[src/dqsm_pkg.sv]
// Shared types and constants of the distributed queueing station MAC.
package dqsm_pkg;

  // Minislots per frame; at most three carry outcomes on the input item.
  localparam int MINISLOTS  = 3;
  localparam int SLOTS_USED = (MINISLOTS < 3) ? MINISLOTS : 3;
  localparam int SLOT_PORTS = 3;

  // Defaults for the top-level parameters.
  localparam int TQ_DEPTH  = 64;
  localparam int SIZE_BITS = 8;

  // Packet-count storage is split into banks by the low pointer bits, so the up to
  // three entries appended by one feedback item always land in distinct banks.
  localparam int TQ_BANK_W = 2;
  localparam int TQ_BANKS  = 1 << TQ_BANK_W;

  // Collision resolution queue length saturates here.
  localparam logic [7:0] RQ_MAX = 8'd255;

  // Width of the input tdata bus: 41 payload bits padded to whole bytes.
  localparam int IN_DATA_W = 48;

  // Item kinds carried in tuser.
  localparam logic REQ_FRAME_START = 1'b0;
  localparam logic REQ_FEEDBACK    = 1'b1;

  // Minislot outcome codes; the code above collision also counts as a collision.
  localparam logic [1:0] SLOT_EMPTY     = 2'd0;
  localparam logic [1:0] SLOT_SUCCESS   = 2'd1;
  localparam logic [1:0] SLOT_COLLISION = 2'd2;

  typedef struct packed {
    logic                       req_type;
    logic                       has_message;
    logic [7:0]                 message_size;
    logic [1:0]                 chosen_slot;
    logic [SLOT_PORTS-1:0][1:0] slot_state;
    logic [SLOT_PORTS-1:0][7:0] slot_size;
  } in_item_t;

endpackage

[src/distributed_queue_station_mac_unit.sv]
// Medium-access unit of one station in a distributed-queueing random-access protocol.
// Pipeline: input register, then result register, between input transaction and result.
// One transaction per cycle unless the output stalls; all work for an item is one pass of logic.
// Queued packet counts sit in four banks of the small RAM below; the head count is a register.
// Reset: queue lengths, pointers, own positions, request flag and own slot clear; RAM undefined.
// Both pipeline registers come out of reset empty.
module distributed_queue_station_mac_unit #(
  parameter int  TqDepth  = dqsm_pkg::TQ_DEPTH,   // 4 .. 1024 entries
  parameter int  SizeBits = dqsm_pkg::SIZE_BITS,  // 4 .. 16 bits per packet count
  localparam int CntW     = $clog2(TqDepth + 1),
  localparam int PtrW     = (TqDepth > 8) ? $clog2(TqDepth) : 3,
  localparam int RowW     = PtrW - dqsm_pkg::TQ_BANK_W,
  localparam int OutBits  = 29 + 2 * CntW,
  localparam int OutDataW = ((OutBits + 7) / 8) * 8
) (
  input  logic                           clk_i,
  input  logic                           rst_ni,
  // Input stream.
  input  logic                           s_axis_tvalid,
  output logic                           s_axis_tready,
  // has_message, message_size[8], chosen_slot[2], slot_state_1[2], slot_state_2[2],
  // slot_state_3[2], slot_size_1[8], slot_size_2[8], slot_size_3[8], zero pad
  input  logic [dqsm_pkg::IN_DATA_W-1:0] s_axis_tdata,
  // req_type
  input  logic                           s_axis_tuser,
  // Result stream.
  output logic                           m_axis_tvalid,
  input  logic                           m_axis_tready,
  // send_data, send_request, request_slot[2], request_size[8], tq_length[CntW],
  // rq_length[8], tq_position[CntW], rq_position[8], overflow, zero pad
  output logic [OutDataW-1:0]            m_axis_tdata
);
  import dqsm_pkg::*;

  // ---------------------------------------------------------------------------
  // Pipeline control: advance when the result register is empty or being drained.
  // ---------------------------------------------------------------------------
  logic     advance;
  logic     item_valid_q;
  logic     out_valid_q;
  in_item_t item_q;
  in_item_t in_item;
  logic     [OutDataW-1:0] out_data_q;
  logic     [OutBits-1:0]  result;
  logic     step;

  assign advance       = !out_valid_q || m_axis_tready;
  assign s_axis_tready = !item_valid_q || advance;
  assign step          = advance && item_valid_q;
  assign m_axis_tvalid = out_valid_q;
  assign m_axis_tdata  = out_data_q;

  // Unpack the incoming transaction, lowest field first.
  always_comb begin
    in_item.req_type      = s_axis_tuser;
    in_item.has_message   = s_axis_tdata[0];
    in_item.message_size  = s_axis_tdata[8:1];
    in_item.chosen_slot   = s_axis_tdata[10:9];
    in_item.slot_state[0] = s_axis_tdata[12:11];
    in_item.slot_state[1] = s_axis_tdata[14:13];
    in_item.slot_state[2] = s_axis_tdata[16:15];
    in_item.slot_size[0]  = s_axis_tdata[24:17];
    in_item.slot_size[1]  = s_axis_tdata[32:25];
    in_item.slot_size[2]  = s_axis_tdata[40:33];
  end

  // ---------------------------------------------------------------------------
  // Station state.
  // ---------------------------------------------------------------------------
  logic [CntW-1:0] tq_count_q, tq_count_d;
  logic [7:0]      rq_count_q, rq_count_d;
  logic [CntW-1:0] own_tq_pos_q, own_tq_pos_d;
  logic [7:0]      own_rq_pos_q, own_rq_pos_d;
  logic            req_flag_q, req_flag_d;
  logic [1:0]      own_slot_q, own_slot_d;

  // Ring pointers into the banked packet-count store. The head message's remaining
  // count is either held in head_val_q or, right after a pop, waits in the read data
  // register of the bank that holds the new head.
  logic [PtrW-1:0]     head_ptr_q, head_ptr_d;
  logic [PtrW-1:0]     tail_ptr_q, tail_ptr_d;
  logic [SizeBits-1:0] head_val_q, head_val_d;
  logic                head_ram_q, head_ram_d;

  // Bank ports.
  logic [TQ_BANKS-1:0]                bank_we;
  logic [TQ_BANKS-1:0]                bank_re;
  logic [TQ_BANKS-1:0][RowW-1:0]      bank_waddr;
  logic [TQ_BANKS-1:0][SizeBits-1:0]  bank_wdata;
  logic [TQ_BANKS-1:0][SizeBits-1:0]  bank_rdata;
  logic [RowW-1:0]                    rd_row;

  // Per-item working signals.
  logic                               send_data, send_request;
  logic [1:0]                         req_slot;
  logic [7:0]                         req_size;
  logic                               overflow;
  logic                               is_feedback;
  logic                               pop;
  logic [SizeBits-1:0]                head_cur;
  logic [SizeBits-1:0]                head_dec;
  logic [CntW-1:0]                    tq_fill;
  logic [PtrW-1:0]                    push_ptr;
  logic                               any_push;
  logic [SizeBits-1:0]                first_sz;
  logic                               mine;
  logic                               own_succ, own_coll, own_drop;
  logic [1:0]                         ncoll, coll_rank;
  logic [7:0]                         rq_dec;
  logic [8:0]                         rq_sum, rq_pos;

  assign is_feedback = (item_q.req_type == REQ_FEEDBACK);
  assign head_cur    = head_ram_q ? bank_rdata[head_ptr_q[TQ_BANK_W-1:0]] : head_val_q;

  always_comb begin
    send_data    = 1'b0;
    send_request = 1'b0;
    req_slot     = 2'd0;
    req_size     = 8'd0;
    overflow     = 1'b0;
    tq_count_d   = tq_count_q;
    rq_count_d   = rq_count_q;
    own_tq_pos_d = own_tq_pos_q;
    own_rq_pos_d = own_rq_pos_q;
    req_flag_d   = req_flag_q;
    own_slot_d   = own_slot_q;
    head_ptr_d   = head_ptr_q;
    tail_ptr_d   = tail_ptr_q;
    head_val_d   = head_val_q;
    head_ram_d   = head_ram_q;
    bank_we      = '0;
    bank_re      = '0;
    bank_waddr   = '0;
    bank_wdata   = '0;
    rd_row       = '0;
    pop          = 1'b0;
    head_dec     = head_cur;
    tq_fill      = tq_count_q;
    push_ptr     = tail_ptr_q;
    any_push     = 1'b0;
    first_sz     = '0;
    mine         = 1'b0;
    own_succ     = 1'b0;
    own_coll     = 1'b0;
    own_drop     = 1'b0;
    ncoll        = 2'd0;
    coll_rank    = 2'd0;
    rq_dec       = rq_count_q;
    rq_sum       = 9'd0;
    rq_pos       = 9'd0;

    if (!is_feedback) begin
      // Frame start: decide data and request transmissions.
      send_data = (tq_count_q != '0) && (own_tq_pos_q == CntW'(1));
      send_request = ((rq_count_q == 8'd0) && (own_tq_pos_q == '0) &&
                      (own_rq_pos_q == 8'd0) && item_q.has_message) ||
                     ((rq_count_q != 8'd0) && (own_rq_pos_q == 8'd1));
      if (send_request) begin
        // Clamp the chosen minislot into the range in use.
        req_slot = item_q.chosen_slot;
        if (req_slot == 2'd0) req_slot = 2'd1;
        if (req_slot > 2'(SLOTS_USED)) req_slot = 2'(SLOTS_USED);
        req_size = 8'(SizeBits'(item_q.message_size));
      end
      req_flag_d = send_request;
      own_slot_d = req_slot;
    end else begin
      // Head message loses one packet; drop it from the queue once finished.
      if (tq_count_q != '0) begin
        if (head_cur != '0) head_dec = head_cur - SizeBits'(1);
        if (head_dec == '0) begin
          pop        = 1'b1;
          tq_fill    = tq_count_q - CntW'(1);
          head_ptr_d = head_ptr_q + PtrW'(1);
          if (own_tq_pos_q != '0) own_tq_pos_d = own_tq_pos_q - CntW'(1);
        end else begin
          head_val_d = head_dec;
          head_ram_d = 1'b0;
        end
      end

      // Successful requests join the queue tail in minislot order.
      for (int k = 0; k < SLOT_PORTS; k++) begin
        if (k < SLOTS_USED) begin
          mine = req_flag_q && (own_slot_q == 2'(k + 1));
          if (item_q.slot_state[k] == SLOT_SUCCESS) begin
            if (tq_fill < CntW'(TqDepth)) begin
              bank_we[push_ptr[TQ_BANK_W-1:0]]    = 1'b1;
              bank_waddr[push_ptr[TQ_BANK_W-1:0]] = push_ptr[PtrW-1:TQ_BANK_W];
              bank_wdata[push_ptr[TQ_BANK_W-1:0]] = SizeBits'(item_q.slot_size[k]);
              if (!any_push) first_sz = SizeBits'(item_q.slot_size[k]);
              any_push = 1'b1;
              push_ptr = push_ptr + PtrW'(1);
              tq_fill  = tq_fill + CntW'(1);
              if (mine) begin
                own_succ     = 1'b1;
                own_tq_pos_d = tq_fill;
              end
            end else begin
              overflow = 1'b1;
              if (mine) begin
                own_succ = 1'b1;
                own_drop = 1'b1;
              end
            end
          end else if (item_q.slot_state[k] >= SLOT_COLLISION) begin
            ncoll = ncoll + 2'd1;
            if (mine) begin
              own_coll  = 1'b1;
              coll_rank = ncoll;
            end
          end
        end
      end
      if (own_drop) own_tq_pos_d = '0;
      tq_count_d = tq_fill;
      tail_ptr_d = push_ptr;

      // Pick up the new head count: fetch the next stored message after a pop, or take
      // the first appended message when the queue was empty or has just emptied.
      if (pop && (tq_count_q > CntW'(1))) begin
        bank_re[head_ptr_d[TQ_BANK_W-1:0]] = 1'b1;
        rd_row     = head_ptr_d[PtrW-1:TQ_BANK_W];
        head_ram_d = 1'b1;
      end else if ((pop || (tq_count_q == '0)) && any_push) begin
        head_val_d = first_sz;
        head_ram_d = 1'b0;
      end

      // Collision resolution queue: serve one, append the colliders.
      if (rq_count_q != 8'd0) rq_dec = rq_count_q - 8'd1;
      if (own_rq_pos_q != 8'd0) own_rq_pos_d = own_rq_pos_q - 8'd1;
      rq_sum = {1'b0, rq_dec} + 9'(ncoll);
      if (rq_sum > {1'b0, RQ_MAX}) begin
        rq_count_d = RQ_MAX;
        overflow   = 1'b1;
      end else begin
        rq_count_d = rq_sum[7:0];
      end
      if (own_coll && !own_succ) begin
        rq_pos = {1'b0, rq_dec} + 9'(coll_rank);
        if (rq_pos > {1'b0, RQ_MAX}) begin
          own_rq_pos_d = RQ_MAX;
          overflow     = 1'b1;
        end else begin
          own_rq_pos_d = rq_pos[7:0];
        end
      end

      req_flag_d = 1'b0;
      own_slot_d = 2'd0;
    end
  end

  // Packet-count banks: consecutive ring entries sit in consecutive banks.
  for (genvar b = 0; b < TQ_BANKS; b++) begin : g_bank
    dqsm_ram #(
      .Width (SizeBits),
      .Depth (1 << RowW)
    ) u_ram (
      .clk_i   (clk_i),
      .we_i    (step && bank_we[b]),
      .waddr_i (bank_waddr[b]),
      .wdata_i (bank_wdata[b]),
      .re_i    (step && bank_re[b]),
      .raddr_i (rd_row),
      .rdata_o (bank_rdata[b])
    );
  end

  // Result packing, lowest field first.
  assign result = {overflow, own_rq_pos_d, own_tq_pos_d, rq_count_d, tq_count_d,
                   req_size, req_slot, send_request, send_data};

  // ---------------------------------------------------------------------------
  // Registers.
  // ---------------------------------------------------------------------------
  always_ff @(posedge clk_i or negedge rst_ni) begin
    if (!rst_ni) begin
      item_valid_q <= 1'b0;
      out_valid_q  <= 1'b0;
      tq_count_q   <= '0;
      rq_count_q   <= 8'd0;
      own_tq_pos_q <= '0;
      own_rq_pos_q <= 8'd0;
      req_flag_q   <= 1'b0;
      own_slot_q   <= 2'd0;
      head_ptr_q   <= '0;
      tail_ptr_q   <= '0;
      head_val_q   <= '0;
      head_ram_q   <= 1'b0;
    end else begin
      if (s_axis_tready) begin
        item_valid_q <= s_axis_tvalid;
      end
      if (advance) begin
        out_valid_q <= item_valid_q;
      end
      if (step) begin
        tq_count_q   <= tq_count_d;
        rq_count_q   <= rq_count_d;
        own_tq_pos_q <= own_tq_pos_d;
        own_rq_pos_q <= own_rq_pos_d;
        req_flag_q   <= req_flag_d;
        own_slot_q   <= own_slot_d;
        head_ptr_q   <= head_ptr_d;
        tail_ptr_q   <= tail_ptr_d;
        head_val_q   <= head_val_d;
        head_ram_q   <= head_ram_d;
      end
    end
  end

  // Payload: hold the input item and the result.
  always_ff @(posedge clk_i) begin
    if (s_axis_tvalid && s_axis_tready) item_q <= in_item;
    if (step) begin
      out_data_q <= OutDataW'(result);
    end
  end

endmodule

// Simple dual-port RAM with one write port and a registered read port.
module dqsm_ram #(
  parameter int  Width = 8,
  parameter int  Depth = 16,
  localparam int AddrW = $clog2(Depth)
) (
  input  logic             clk_i,
  input  logic             we_i,
  input  logic [AddrW-1:0] waddr_i,
  input  logic [Width-1:0] wdata_i,
  input  logic             re_i,
  input  logic [AddrW-1:0] raddr_i,
  output logic [Width-1:0] rdata_o
);
  logic [Width-1:0] mem_q [Depth];
  logic [Width-1:0] rdata_q;

  assign rdata_o = rdata_q;

  always_ff @(posedge clk_i) begin
    if (we_i) mem_q[waddr_i] <= wdata_i;
    if (re_i) rdata_q <= mem_q[raddr_i];
  end

endmodule

[config.mk]
export PLATFORM = sky130hd
export DESIGN_NAME = distributed_queue_station_mac_unit
export DESIGN_NICKNAME = d
export VERILOG_FILES = /design/src/dqsm_pkg.sv /design/src/distributed_queue_station_mac_unit.sv
export SDC_FILE = /design/constraint.sdc
export NUM_CORES = 1
export LEC_CHECK = 0
export ABC_AREA = 0
export BUFFER_PORTS_ARGS = -buffer_cell sky130_fd_sc_hd__buf_2
export CORE_ASPECT_RATIO = 1.5
export CORE_MARGIN = 1.5
export CORE_UTILIZATION = 50
export CTS_BUF_LIST = sky130_fd_sc_hd__clkbuf_16
export DETAILED_ROUTE_END_ITERATION = 7
export PLACE_DENSITY = 0.66
export RECOVER_POWER = 25
export SETUP_SLACK_MARGIN = 0.2
export SLEW_MARGIN = 40
export SYNTH_ARGS = -nofsm -noshare
export SYNTH_HDL_FRONTEND = slang
export SYNTH_HIERARCHICAL = 1
export SYNTH_SLANG_ARGS = --single-unit
[constraint.sdc]
create_clock -name clk_i -period 7.1 [get_ports clk_i]
set_input_delay 0.71 -clock clk_i [delete_from_list [all_inputs] [get_ports clk_i]]
set_output_delay 0.71 -clock clk_i [all_outputs]
set_load 0.05 [all_outputs]
==> results of run 1 <==
[synthesized netlist by cell type (8+ instances only)]
cell / count
and2_1: 28
a21oi_1: 74
nand4_1: 14
dfrtp_1: 56
or3_1: 14
nor2b_1: 16
buf_2: 22
clkbuf_1: 57
nand3b_1: 10
ha_1: 32
a22oi_1: 66
a31oi_1: 11
nand2_1: 177
o31ai_1: 9
mux2i_1: 24
clkdlybuf4s25_2: 12
mux4_2: 75
xor2_1: 15
a222oi_1: 27
mux2_2: 25
o21ai_0: 64
nand3_1: 65
o211ai_1: 9
nor2_1: 172
buf_6: 14
o221ai_1: 8
nand2b_1: 24
xnor2_1: 52
edfxtp_1: 629
inv_1: 25
nor3_1: 78
o22ai_1: 8
buf_4: 10
mux4_1: 56
a311oi_1: 14
[sequential cells by signal (all words and copies together) (netlist names)]
signal	cells
item_valid_q	1
is_feedback	1
item_q	41
head_ram_q	1
req_flag_q	1
own_rq_pos_q	8
head_val_q	8
g_bank.u_ram/mem_q	512
g_bank.u_ram/rdata_o	32
head_ptr_q	6
own_tq_pos_q	7
tq_count_q	7
rq_count_q	8
m_axis_tdata	43
tail_ptr_q	6
m_axis_tvalid	1
own_slot_q	2
[stage by stage]
step / setup WS (ns) / instances / power (mW)
after floorplan: 0.421 / 2121 / 7.51
after global placement: 0.215 / 3052 / 8.51
after detailed placement: 0.0545 / 3053 / 8.58
after CTS: 0.204 / 3171 / 12.1
after global routing: 0.0717 / 3177 / 12.7
final: 0.464 / 3177 / 12.1
[final timing paths]
kind / slack (ns) / cells after the start / end
worst max-delay path: 0.46 / 27 / g_bank[3].u_ram/mem_q[0][1]
worst min-delay path: 0.27 / 1 / item_q[5]
worst max register to register: 0.46 / 27 / g_bank[3].u_ram/mem_q[0][1]
max in group asynchronous: 3.80 / 2 / tail_ptr_q[3]
min in group asynchronous: 1.35 / 2 / m_axis_tvalid
worst min register to register: 0.50 / 1 / head_ptr_q[5]
[metal layers]
layer	track usage (%)	up-vias
li1	-	8786
met1	29.2	9830
met2	43.3	833
met3	3.59	213
met4	12.1	0
met5	0	-
[cell type report]
cell class | instances | area share (%)
clock buffers | 68 | 4.74
clock inverters | 50 | 1.27
inverters | 32 | 0.335
multi-input cells | 1286 | 29.6
flip-flops and latches | 685 | 56.5
well taps | 798 | 2.78
repair buffers | 258 | 4.75
[where the power goes]
part | switching (mW) | internal [mW] | total, mW | leakage, nW
combinational | 2.25 | 1.34 | 3.59 | 4.55
sequential | 0.254 | 4.75 | 5.01 | 6.59
clock | 1.49 | 2.01 | 3.50 | 1.10
[timing repair]
item,CTS,global route
resized for setup,9,23
endpoints found under the setup margin,197,512
setup buffers,0,6
pin swaps,0,1
[cell families (layout without fill, tap and decap cells)]
kind of cell / count (synthesis) / count (layout) / share of synthesized area [%]
adders and majority gates: 34 / 34 / 1.40
xor gates and xnor gates: 71 / 71 / 2.07
buffers and inverters: 150 / 408 / 2.57
muxes: 185 / 185 / 11.9
DFF: 685 / 685 / 64.5
AOI/OAI and AO/OA: 353 / 353 / 7.94
and+or+nand+nor: 638 / 638 / 9.59
other: 1 / 5 / 0.0119
==> impl_metrics.yaml, run 1 <==
clocking:
  cts_root_buffer: "clkbuf_16"
  postCtsHoldBufs: 0
  h-tree-depth: 3
  cts_sinks: 685
  clkTransAtPathRegs_ns: 0.06
  clock_path_buffers: 3
  cts_buffers: 67
  clk-insertion-delay-late_ns: 0.62
  cts_tree: "built"
setup_path:
  path_buf_inv: 7
  crit_path_start: "head_ptr_q[0]"
  critPathArrivalTime_ns: 6.96
  max_stage_delay_ns: 0.54
  critical-path-top-delay-family: "compound AO/OA/AOI/OAI gates"
  r2r-start: "head_ptr_q[0]"
  required_ns: 7.42
  path_max_fanout: 20
  cp_slowest_cell: "or3b_2"
  crit_path_start_kind: "flip-flop"
  path_class: "flip-flop to flip-flop"
  cp-end-kind: "flip-flop"
yosys:
  synth_edf_count: 629
  ys_ff_latch: 685
  synth_area_mm2: 0.0315
  yosys_warnings: 6
  async_flop_share_pct: 8.18
  yosys-top-cells-area: "edfxtp_1 (60%), mux4_2 (5.4%), mux4_1 (4.7%), dfrtp_1 (4.5%), nand2_1 (2.1%)"
  syn_inst: 2117
  synth_top_cell_by_area: "edfxtp_1"
  syn-mean-instance-area_um2: 14.9
  synth_top_area_share_pct: 60.0
  ys.flop_type: "edfxtp_1"
  ys_seq_area_share_pct: 64.5
  synth_cell_type_count: 93
worst_hold_path:
  min_path_type: "input port to flip-flop"
  hp-start: "s_axis_tdata[22]"
floorplanning:
  coreArea_mm2: 0.0622
  ioPinCount: 103
  dieArea_mm2: 0.0645
  initial_utilization_pct: 50.6
  rows: 112
  die_w_um: 208
  dieHeight_um: 310
timing:
  clock_skew_ns: 0.0248
  slew_viol_final: 149
  rsz0062_at_grt: "no"
  tightestPinTransition_ns: 3.45
  post-route-min-period_ns: 6.64
  fmax_mhz: 151
  final.setup.tns_ns: 0
  relSlewSlack_pct: -130
  timing.final.hold_violations: 0
  hold-worst-slack_ns: 0.268
  final-setup-viol-count: 0
  fin_crit_sh_pct: 93.5
outcome:
  failed_checks: "DRC, capacitance limit, slew limit"
  status: "finished, violations left"
placement:
  portBuffers: 90
  routabilityCongestion: 0.916
  place_area_mm2: 0.0336
  place_hpwl_um: 54300
detailed_routing:
  wl_um: 78200
  dr.pass1.iters: 8
  antenna_left: 0
  via_count: 19700
  drt_iter0_markers: 1903
  vias_per_cell: 6.19
  route.detailed.drc: 10
  dr_wl_met3_um: 4980
  drt-met1-wl_um: 29100
  highest_layer: "met4"
  routed-wl-met2_um: 40300
  post_drt_wl_per_cell_um: 24.6
cells_and_area:
  fill_cells: 4889
  antenna_cells: 0
  num-nets-final: 2417
  final_common_cell: "edfxtp_1"
  drive_gt1_share_pct: 19.8
  stdcell_area_mm2: 0.0359
  area_growth_pct: 14.1
  regArea_mm2: 0.0203
  final_util_pct: 57.7
  multiInputGateArea_mm2: 0.0106
  final_cell_mix: "edfxtp_1 (629), nand2_1 (174), nor2_1 (164)"
power_and_ir_drop:
  leakagePower_nw: 12.2
  power_per_cell_area_mw_per_mm2: 337
  vdd_drop_max_mv: 0.212
global_route:
  grt_pass1_vias: 19700
  grt_first_pass_wirelength_um: 118000
  grt_usage_pct: 24.4
  grt_max_degree: 69
  antenna_found_initial: 2
  grt-ovfl-total: 0
run:
  drv_cap: 3
Power figures use the tool's default switching activity.
==> inputs of run 2 (changes only) <==
--- a/config.mk
+++ b/config.mk
@@ -9,10 +9,11 @@
 export BUFFER_PORTS_ARGS = -buffer_cell sky130_fd_sc_hd__buf_2
 export CORE_ASPECT_RATIO = 1.5
 export CORE_MARGIN = 1.5
-export CORE_UTILIZATION = 50
+export CORE_UTILIZATION = 40
 export CTS_BUF_LIST = sky130_fd_sc_hd__clkbuf_16
 export DETAILED_ROUTE_END_ITERATION = 7
-export PLACE_DENSITY = 0.66
+export MAX_ROUTING_LAYER = met4
+export PLACE_DENSITY = 0.54
 export RECOVER_POWER = 25
 export SETUP_SLACK_MARGIN = 0.2
 export SLEW_MARGIN = 40
==> run 2 against run 1 <==
Design area rose by 1.4%. Highest routed layer unchanged. Via count fell by 2.1%. The run still ends with DRC, capacitance limit, slew limit left. Combinational power rose by 1%. Critical endpoint is now g_bank[2].u_ram/mem_q[0][2]. Hold slack got worse by 0.0060 ns. Clock power rose by 7.7%. Flip-flop and latch count did not move. Fmax rose by 0.28%. Sequential power barely moved. Die area rose by 25%. Global-route usage fell by 3.2 points. Largest power group unchanged. Setup slack improved by 0.019 ns.
==> impl_metrics.yaml, run 2 (synthesis gave the netlist of run 1 again) <==
detailed_routing:
  via_count: 19200
  wl_um: 82400
  post_drt_wl_per_cell_um: 24.3
  route.detailed.drc: 15
  antenna_left: 0
  drt_iter0_markers: 1723
  dr.pass1.iters: 8
  vias_per_cell: 5.68
power_and_ir_drop:
  p_sw_mw: 4.13
  vdd_drop_max_mv: 0.196
  switching_share_pct: 33.2
  pwr-share-seq_pct: 40.4
  power.total_mw: 12.4
  combPwrFrac_pct: 29.2
  clkPwrFrac_pct: 30.3
  leakagePower_nw: 12.2
  internal_power_mw: 8.30
  power_per_cell_area_mw_per_mm2: 341
floorplanning:
  rows: 125
  dieArea_mm2: 0.0804
  dieHeight_um: 347
  die_w_um: 232
  coreArea_mm2: 0.0777
  ioPinCount: 103
  initial_utilization_pct: 40.5
cells_and_area:
  regMostFlops: "g_bank.u_ram/mem_q"
  final_common_cell: "edfxtp_1"
  final_cell_mix: "edfxtp_1 (629), nand2_1 (173), nor2_1 (159)"
  area_growth_pct: 15.7
  stdcell_area_mm2: 0.0364
  largest_reg_flops: 512
  drive_gt1_share_pct: 20.5
  num-nets-final: 2403
timing:
  relSlewSlack_pct: -97.1
  timing.final.hold_violations: 0
  slew_viol_final: 138
  clock_skew_ns: 0.0222
  final-setup-viol-count: 0
  setup_slack_ns: 0.482
  tightestPinTransition_ns: 2.96
  fmax_mhz: 151
  fin_crit_sh_pct: 93.2
  rsz0062_at_grt: "no"
  final.setup.tns_ns: 0
  post-route-min-period_ns: 6.62
placement:
  place_area_mm2: 0.0339
  place_hpwl_um: 56900
  portBuffers: 90
  routabilityCongestion: 0.916
  dp_slack_ns: 0.00359
clocking:
  cts_buffers: 69
  clock_path_buffers: 3
  cts_root_buffer: "clkbuf_16"
  clk-insertion-delay-late_ns: 0.62
  h-tree-depth: 3
  cts_tree: "built"
  clkTransAtPathRegs_ns: 0.06
  cts_sinks: 685
global_route:
  grt-ovfl-total: 0
  antenna_found_initial: 1
  grt_pass1_vias: 19600
  grt_usage_pct: 21.2
  grt_max_degree: 65
  grt_first_pass_wirelength_um: 123000
setup_path:
  crit_path_start_kind: "flip-flop"
  path_max_fanout: 23
  cp-end-kind: "flip-flop"
  path_class: "flip-flop to flip-flop"
  required_ns: 7.42
  critPathArrivalTime_ns: 6.94
  cp_common_cell: "inv_1"
  cp_slowest_cell: "or3b_2"
  max_stage_delay_ns: 0.55
run:
  drv_cap: 3
worst_hold_path:
  min_path_type: "input port to flip-flop"
outcome:
  failed_checks: "DRC, capacitance limit, slew limit"
  status: "finished, violations left"
[run 2: path summary, 6_finish.rpt]
check                                start                          end  slack, ns  cells past startpoint
max in group asynchronous           rst_ni                head_ptr_q[0]       2.95                      3
min                        s_axis_tdata[6]                   item_q[37]       0.26                      1
max                          head_ptr_q[0]  g_bank[2].u_ram/mem_q[0][2]       0.48                     29
min in group asynchronous           rst_ni              own_rq_pos_q[3]       0.72                      2
max reg2reg                  head_ptr_q[0]  g_bank[2].u_ram/mem_q[0][2]       0.48                     29
min reg2reg                  head_ptr_q[5]                head_ptr_q[5]       0.50                      1
[run 2: through the flow]
step	hold WS [ns]	std cells	util [%]
5_1_grt	0.237	3388	46.8
4_1_cts	0.229	3377	46.6
2_1_floorplan	0.414	2121	-
3_3_place_gp	0.472	3250	43.5
3_5_place_dp	0.489	3250	43.6
6_report	0.262	3388	46.8
[run 2: power by group through the flow]
| stage | clock network (mW) | registers [mW] | logic, mW |
|---|---|---|---|
| 3_3_place_gp | 0 | 5.09 | 3.49 |
| 4_1_cts | 3.85 | 5.01 | 3.56 |
| 6_report | 3.77 | 5.02 | 3.63 |
| 5_1_grt | 4.00 | 5.04 | 3.94 |
| 3_5_place_dp | 0 | 5.09 | 3.54 |
| 2_1_floorplan | 0 | 5.18 | 2.33 |
[run 2: cell type report]
type	count	area (µm²)
multi-input combinational	1286	10800
timing repair buffer	242	1600
fill	6776	41300
inverter	32	120
clock inverter	57	631
tap	1016	1270
antenna	1	2.50
clock buffer	69	1730
sequential	685	20300
[run 2: critical path: cells and delay by family, from the launching register on]
kind / cells / cell delay, ns
DFF: 1 / 0.42
AOI/OAI and AO/OA: 8 / 1.73
muxes: 1 / 0.35
and+or+nand+nor: 11 / 2.23
adders and majority gates: 2 / 0.55
buffers and inverters: 7 / 1.03
[run 2: layer usage]
layer  wire length (µm)  track usage (%)
met2              43500             37.3
met1              32500             24.5
met4               3060             8.00
met5                  0                -
met3               3400             2.67
[run 2: what timing repair did]
| action | 4_1_cts | 5_1_grt |
|---|---|---|
| setup endpoints to repair | 99 | 629 |
| hold buffers | 1 | 0 |
| pin swaps | 0 | 3 |
| gates resized for setup | 9 | 36 |
| cloned | 0 | 1 |
| setup buffers | 0 | 9 |
| hold endpoints to repair | 11 | 0 |
